===== src/hw/rtl/spq_pkg.sv =====
// shared types and constants for the sorted priority queue
`default_nettype none

package spq_pkg;

  // queue depth and derived widths
  localparam int CAPACITY = 16;
  localparam int CNT_W    = $clog2(CAPACITY + 1);
  localparam int DATA_W   = 32;

  typedef logic signed [DATA_W-1:0] data_t;
  typedef logic [CNT_W-1:0]         cnt_t;

  // action codes
  localparam logic ACT_INSERT = 1'b0;
  localparam logic ACT_REMOVE = 1'b1;

  // fault codes
  localparam logic [1:0] FAULT_NONE  = 2'd0;
  localparam logic [1:0] FAULT_EMPTY = 2'd1;
  localparam logic [1:0] FAULT_FULL  = 2'd2;

  // per-cell control from the top level
  typedef struct packed {
    logic load;      // update the cell this cycle
    logic insert;    // 1 = insert, 0 = remove
    logic occupied;  // cell holds a stored entry
    logic at_tail;   // cell is the first free slot
  } spq_ctrl_t;

endpackage

`default_nettype wire


===== src/hw/rtl/sorted_priority_queue_core.sv =====
// sorted min-priority queue: chain of compare-and-shift cells
// latency: a result is valid the cycle after its input transfer
// throughput: one item per cycle while out_ready stays high
// each operation touches all cells in parallel
// reset clears the fill count and the result valid flag; entry storage is not reset
`default_nettype none

module sorted_priority_queue_core (
  input  wire             clk,
  input  wire             rst,
  input  wire             in_valid,
  output logic            in_ready,
  input  wire             action,
  input  spq_pkg::data_t  item_value,
  input  spq_pkg::data_t  priority_req,
  output logic            out_valid,
  input  wire             out_ready,
  output spq_pkg::data_t  removed_item,
  output spq_pkg::data_t  head_item,
  output spq_pkg::data_t  head_priority,
  output spq_pkg::cnt_t   count,
  output logic            is_empty,
  output logic [1:0]      fault
);
  import spq_pkg::*;

  cnt_t       fill_count;
  cnt_t       fill_count_next;
  logic       xfer;
  logic       is_insert;
  logic [1:0] fault_next;
  logic       do_op;

  data_t cell_item [CAPACITY];
  data_t cell_prio [CAPACITY];
  logic  cell_gt   [CAPACITY];
  data_t d_item    [CAPACITY];
  data_t d_prio    [CAPACITY];

  // input side stalls only while a result waits
  assign in_ready  = !out_valid || out_ready;
  assign xfer      = in_valid && in_ready;
  assign is_insert = (action == ACT_INSERT);

  // fault detection and next fill count
  always_comb begin
    fault_next      = FAULT_NONE;
    fill_count_next = fill_count;
    if (is_insert) begin
      if (fill_count == cnt_t'(CAPACITY)) begin
        fault_next = FAULT_FULL;
      end else begin
        fill_count_next = fill_count + cnt_t'(1);
      end
    end else begin
      if (fill_count == '0) begin
        fault_next = FAULT_EMPTY;
      end else begin
        fill_count_next = fill_count - cnt_t'(1);
      end
    end
  end

  assign do_op = xfer && (fault_next == FAULT_NONE);

  // cell chain
  for (genvar k = 0; k < CAPACITY; k++) begin : g_cell
    spq_ctrl_t ctrl;
    data_t     p_item;
    data_t     p_prio;
    logic      p_gt;
    data_t     n_item;
    data_t     n_prio;

    assign ctrl.load     = do_op;
    assign ctrl.insert   = is_insert;
    assign ctrl.occupied = cnt_t'(k) < fill_count;
    assign ctrl.at_tail  = cnt_t'(k) == fill_count;

    if (k == 0) begin : g_first
      assign p_item = item_value;
      assign p_prio = priority_req;
      assign p_gt   = 1'b0;
    end else begin : g_mid
      assign p_item = cell_item[k-1];
      assign p_prio = cell_prio[k-1];
      assign p_gt   = cell_gt[k-1];
    end

    if (k == CAPACITY - 1) begin : g_last
      assign n_item = '0;
      assign n_prio = '0;
    end else begin : g_inner
      assign n_item = cell_item[k+1];
      assign n_prio = cell_prio[k+1];
    end

    spq_cell u_cell (
      .clk       (clk),
      .ctrl      (ctrl),
      .new_item  (item_value),
      .new_prio  (priority_req),
      .prev_item (p_item),
      .prev_prio (p_prio),
      .prev_gt   (p_gt),
      .next_item (n_item),
      .next_prio (n_prio),
      .cell_item (cell_item[k]),
      .cell_prio (cell_prio[k]),
      .cell_gt   (cell_gt[k]),
      .d_item    (d_item[k]),
      .d_prio    (d_prio[k])
    );
  end

  // fill count and result valid
  always_ff @(posedge clk) begin
    if (rst) begin
      fill_count <= '0;
      out_valid  <= 1'b0;
    end else begin
      if (do_op) begin
        fill_count <= fill_count_next;
      end
      if (xfer) begin
        out_valid <= 1'b1;
      end else if (out_ready) begin
        out_valid <= 1'b0;
      end
    end
  end

  // result payload
  always_ff @(posedge clk) begin
    if (xfer) begin
      fault    <= fault_next;
      count    <= fill_count_next;
      is_empty <= (fill_count_next == '0);
      removed_item <= (!is_insert && fault_next == FAULT_NONE) ? cell_item[0] : '0;
      if (fill_count_next == '0) begin
        head_item     <= '0;
        head_priority <= '0;
      end else if (fault_next == FAULT_NONE) begin
        head_item     <= d_item[0];
        head_priority <= d_prio[0];
      end else begin
        head_item     <= cell_item[0];
        head_priority <= cell_prio[0];
      end
    end
  end

`ifndef SYNTHESIS
  a_count_bound : assert property (@(posedge clk) disable iff (rst)
    fill_count <= cnt_t'(CAPACITY))
    else $error("fill count above capacity");

  a_insert_grows : assert property (@(posedge clk) disable iff (rst)
    (xfer && is_insert && fill_count != cnt_t'(CAPACITY))
      |=> (fill_count == $past(fill_count) + cnt_t'(1)))
    else $error("insert did not grow the queue");

  a_empty_flag : assert property (@(posedge clk) disable iff (rst)
    out_valid |-> (is_empty == (count == '0)))
    else $error("empty flag disagrees with count");

  a_fault_empty : assert property (@(posedge clk) disable iff (rst)
    (out_valid && fault == FAULT_EMPTY) |-> (removed_item == '0 && is_empty))
    else $error("remove from empty queue returned data");
`endif

endmodule

`default_nettype wire


===== src/hw/rtl/spq_cell.sv =====
// one compare-and-shift cell of the sorted queue chain
`default_nettype none

module spq_cell (
  input  wire               clk,
  input  spq_pkg::spq_ctrl_t ctrl,
  input  spq_pkg::data_t    new_item,
  input  spq_pkg::data_t    new_prio,
  input  spq_pkg::data_t    prev_item,
  input  spq_pkg::data_t    prev_prio,
  input  wire               prev_gt,
  input  spq_pkg::data_t    next_item,
  input  spq_pkg::data_t    next_prio,
  output spq_pkg::data_t    cell_item,
  output spq_pkg::data_t    cell_prio,
  output logic              cell_gt,
  output spq_pkg::data_t    d_item,
  output spq_pkg::data_t    d_prio
);
  import spq_pkg::*;

  data_t item;
  data_t prio;

  // new entry goes ahead of this one only on a strictly lower priority
  assign cell_gt   = ctrl.occupied && (new_prio < prio);
  assign cell_item = item;
  assign cell_prio = prio;

  // pick the next value: shift down, take the new entry, shift up or hold
  always_comb begin
    d_item = item;
    d_prio = prio;
    if (ctrl.insert) begin
      if (prev_gt) begin
        d_item = prev_item;
        d_prio = prev_prio;
      end else if (cell_gt || ctrl.at_tail) begin
        d_item = new_item;
        d_prio = new_prio;
      end
    end else begin
      d_item = next_item;
      d_prio = next_prio;
    end
  end

  // entry storage, no reset
  always_ff @(posedge clk) begin
    if (ctrl.load) begin
      item <= d_item;
      prio <= d_prio;
    end
  end

endmodule

`default_nettype wire


===== config.mk =====
export PLATFORM = sky130hd
export DESIGN_NAME = sorted_priority_queue_core
export DESIGN_NICKNAME = d
export VERILOG_FILES = /design/src/hw/rtl/spq_pkg.sv /design/src/hw/rtl/sorted_priority_queue_core.sv /design/src/hw/rtl/spq_cell.sv
export SDC_FILE = /design/constraint.sdc
export NUM_CORES = 2
export LEC_CHECK = 0
export BUFFER_PORTS_ARGS = -buffer_cell sky130_fd_sc_hd__buf_4
export CORE_ASPECT_RATIO = 1.1
export CORE_UTILIZATION = 50
export CTS_BUF_LIST = sky130_fd_sc_hd__clkbuf_16
export DETAILED_ROUTE_END_ITERATION = 10
export GPL_TIMING_DRIVEN = 0
export PLACE_DENSITY = 0.65
export REMOVE_ABC_BUFFERS = 1
export SLEW_MARGIN = 5
export SYNTH_ARGS = -nofsm -noshare
export SYNTH_HDL_FRONTEND = slang
export SYNTH_HIERARCHICAL = 1
export SYNTH_SLANG_ARGS = --single-unit

===== constraint.sdc =====
create_clock -name clk -period 47.6 [get_ports clk]
set_input_delay 11.9 -clock clk [delete_from_list [all_inputs] [get_ports clk]]
set_output_delay 11.9 -clock clk [all_outputs]
set_load 0.1 [all_outputs]

# Word level (Yosys, flattened, before mapping)
# Cells that the tools add are included.
# classes
add_sub_neg	2
mul	0
div	0
n_lt_le_gt_ge	32
n_eq_ne	16
shift	0
mux	102
bitwise_logic	0
n_reduce_logical	71
# op_table
operator	n
two-way mux 32 bit	94
less-than comparator 32 bit	16
nonzero test 3 bit	15
equality test 4 x 5 -> 1 bit, first input constant	8
less-than comparator 4 x 5 -> 1 bit, first input constant	8
AND reduction 2 bit	15
equality test 3 x 5 -> 1 bit, first input constant	4
less-than comparator 3 x 5 -> 1 bit, first input constant	4
logical AND 1 bit	19
logical OR 1 bit	17
two-way mux 5 bit	3
equality test 2 x 5 -> 1 bit, first input constant	2
logical NOT 5 bit	2
less-than comparator 1 x 5 -> 1 bit, first input constant	2
less-than comparator 2 x 5 -> 1 bit, first input constant	2
adder 5 x 1 -> 5 bit, second input constant	1
equality test 1 x 5 -> 1 bit, first input constant	1
equality test 5 bit, second input constant	1
subtractor 5 x 1 -> 5 bit, second input constant	1
two-way mux 2 bit	2
two-way mux 1 bit	3
logical NOT 2 bit	1
nonzero test 2 bit	1
logical NOT 1 bit	1
# word_totals
reg_bits	1134
latch_bits	0
ramBits	0
romBits	0
input_bits	69
out_inout_bits	106
word_cells	263
n_memories	0

# Logic depth before layout (Yosys ltp)
# depth
ltp_word	6
ltp_mapped	14
ltp_nobuf	12

# Cells and area by module
# Netlist, hierarchy kept.
# by_module_without_submodules
mod	n_inst	cells_per_inst	area_each_um2	seq_area_each_um2
spq_cell (g_cell[0].u_cell ...)	10	478	4673.2	1921.8
spq_cell (g_cell[5].u_cell ...)	5	559	4800.9	1921.8
sorted_priority_queue_core	1	424	5440.2	3243.1
spq_cell (g_cell[4].u_cell)	1	479	4672.0	1921.8

# Least setup slack after synthesis
# OpenSTA, ideal clock, no wires.
# synth_path
kind	input to register
start	in out_ready
end	reg fill_count[1]
setup_ns	1.403
arrival_time_ns	41.336
t_required_ns	46.197
slack_ns	4.861
cell_stages	4
path_cell_list	nand2b_1 o211a_1 clkbuf_1 a211oi_1
# synth_via
elab_chain_len	3
# synth_lines
item	line	rtl
start, declared	sorted_priority_queue_core.sv:17	input wire out_ready,
logical OR 1 bit	sorted_priority_queue_core.sv:41	assign in_ready = !out_valid || out_ready;
logical AND 1 bit	sorted_priority_queue_core.sv:42	assign xfer = in_valid && in_ready;
logical AND 1 bit	sorted_priority_queue_core.sv:64	assign do_op = xfer && (fault_next == FAULT_NONE);
named net do_op	sorted_priority_queue_core.sv:32	logic do_op;
end signal, assigned	sorted_priority_queue_core.sv:123	fill_count <= fill_count_next;
end, declared	sorted_priority_queue_core.sv:27	cnt_t fill_count;
# The timed path passes the listed nets, and every way through them passes these cells.
# A chain may end at the register's enable or synchronous reset.

# Worst setup path in the final report
# layout_path
start	in out_ready
end	out in_ready
# layout_via
elab_chain_len	1
# layout_lines
item	line	rtl
logical OR 1 bit	sorted_priority_queue_core.sv:41	
end, declared	sorted_priority_queue_core.sv:12	output logic in_ready,
# No other way between the ends.

==> results.py <==
metrics = {
    "status": {
        "status": "finished with violations",
        "violations": "max-slew violations",
    },
    "clock_tree": {
        "holdBufCountCts": 0,
        "cts_sinks": 1134,
        "ctsLongestPathBuffers": 3,
        "clock_latency_ns": 0.80,
        "cts.clk_slew.worst_paths_ns": 0.06,
        "cts_setup_buffers": 0,
        "cts_tree": "yes",
        "cts_resized": 0,
        "cts_max_level": 4,
        "cts_buffers": 131,
        "cts_root_buf": "clkbuf_16",
    },
    "place": {
        "dp.cells": 10400,
        "dp_slack_ns": 23.19,
        "routabilityCongestion": 0.8644,
        "portBuffers": 174,
        "dpl.hpwl_um": 177300,
    },
    "critical_path": {
        "r2r_cells": 15,
        "crit_path_max_fanout": 4,
        "reg2reg_to": "g_cell[11].u_cell/cell_prio[27]",
        "required_ns": 35.70,
        "reg2reg_from": "g_cell[10].u_cell/cell_prio[31]",
        "crit_arrival_ns": 12.54,
        "startpoint_type": "primary input",
        "crit_type": "in -> out",
        "ff2ff_setup_slack_ns": 41.97,
        "crit_path_end_kind": "output port",
    },
    "sta": {
        "finalSetupViolCount": 0,
        "timing.slew.headroom": -1.011,
        "fin_crit_sh": 0.5134,
        "tightest_slew_ns": 3.010,
        "fmax_mhz": 40.92,
        "fin_ws_ns": 23.16,
        "grt_setup_unrepaired": "false",
        "tns_ns": 0,
        "fin_worst_skew_ns": 0.02531,
        "period_needed_ns": 24.44,
        "hold_viol_final": 0,
        "slew_viol_final": 64,
    },
    "routing": {
        "viasPerCell": 7.021,
        "routed_wl_um": 268400,
        "remaining_drc_errors": 0,
        "dr.pass1.iters": 6,
        "dr.first_iter.drc_count": 9826,
        "wl_per_cell_um": 25.26,
        "vias": 74620,
        "antenna_left": 0,
    },
    "global_route": {
        "grt_pass1_wl_um": 414800,
        "grt_max_degree": 144,
        "gr-total-overflow": 0,
        "antenna_found_initial": 6,
        "met2_usage": 0.4838,
        "grt_pass1_vias": 70770,
        "grt_use_met3": 0.04795,
        "grt.total_usage": 0.3154,
        "busiest_layer": "met2",
        "grt_use_met1": 0.4479,
    },
    "synthesis": {
        "syn_area_per_cell_um2": 9.538,
        "synthCells": 8475,
        "synth_area_um2": 80830,
        "yosys_warnings": 6,
    },
    "layout": {
        "fillers": 13710,
        "layout_commonest_cell": "a21oi_1",
        "layout.nets": 8996,
        "syn_to_final_growth_pct": 10.74,
        "regArea_um2": 33990,
        "layout_common_cells": "a21oi_1 (1937), edfxtp_1 (1128), o22ai_1 (1019)",
        "multiInputGateArea_um2": 41720,
        "final_layout_size_suffix_gt1_frac": 0.07477,
        "final-instance-count-excl-fill": 10630,
    },
    "min_path": {
        "hold_class": "reg -> reg",
        "hp-start": "g_cell[0].u_cell/cell_item[29]",
        "worstHoldEndpoint": "removed_item[29]",
        "whs_path_depth": 1,
    },
    "die": {
        "fp.dieH_um": 423.7,
        "die_w_um": 385.4,
        "coreArea_um2": 160300,
        "num_rows": 154,
        "io_pins": 175,
        "initial_utilization": 0.5042,
        "dieArea_um2": 163300,
    },
    "power": {
        "cellLeakagePower_uw": 0.03318,
        "ir_worst_vdd_mv": 0.04166,
        "design_power_total_uw": 5068,
        "powerDensity_nw_per_um2": 56.62,
    },
    "job": {
        "maxCapViolCount": 0,
    },
}
-- state kept, by name, indices dropped and copies added, names as in the netlist --
name	count
fill_count	5
head_priority	32
is_empty	1
head_item	32
g_cell.u_cell/cell_item	512
g_cell.u_cell/cell_prio	512
removed_item	32
out_valid	1
fault	2
count	5
-- stage by stage --
step,utilization,hold WS [ns],cell area (µm²)
after floorplan,-,0.5622,77360
final,0.5584,0.6145,89510
after CTS,0.5582,0.6163,89480
after global placement,0.5072,0.5561,81310
after detailed placement,0.5321,0.6031,85310
after global routing,0.5583,0.6469,89510
-- where the power goes --
part           switching (µW)  total [µW]  internal [µW]
clock                     436        1020            589
combinational            1320        2180            856
sequential                340        1870           1530
total                    2100        5070           2970
-- critical path, stage by stage --
cell	delay (ns)
buf_4	0.07
nand2b_1	0.22
buf_4	0.34
-- routing by layer --
metal	part of all wire	routed length (µm)	vias up
met4	0.034	9249	8
met1	0.41	110500	36490
li1	-	-	32870
met5	0.00022	58	-
met2	0.45	120200	4768
met3	0.11	28510	486
-- how the worst max path moves through the flow --
| stage | from | end | slack [ns] | depth (start not counted) |
|---|---|---|---|---|
| 2_1_floorplan | action | g_cell[10].u_cell/cell_item[0] | 12.60 | 4 |
| 3_3_place_gp | action | removed_item[9] | -11.44 | 4 |
| 3_5_place_dp | out_ready | in_ready | 23.19 | 3 |
| 4_1_cts | out_ready | in_ready | 23.18 | 3 |
| 5_1_grt | out_ready | in_ready | 23.12 | 3 |
| 6_report | out_ready | in_ready | 23.16 | 3 |
-- final cells by class --
type,instances,area share
Tap cell,2106,0.02944
Clock inverter,87,0.007744
Sequential cell,1134,0.3798
Timing Repair Buffer,348,0.05370
Antenna cell,2,0.00005591
Multi-Input combinational cell,6239,0.4661
Clock buffer,139,0.03886
Inverter,572,0.02436
(Power assumes the default switching activity.)
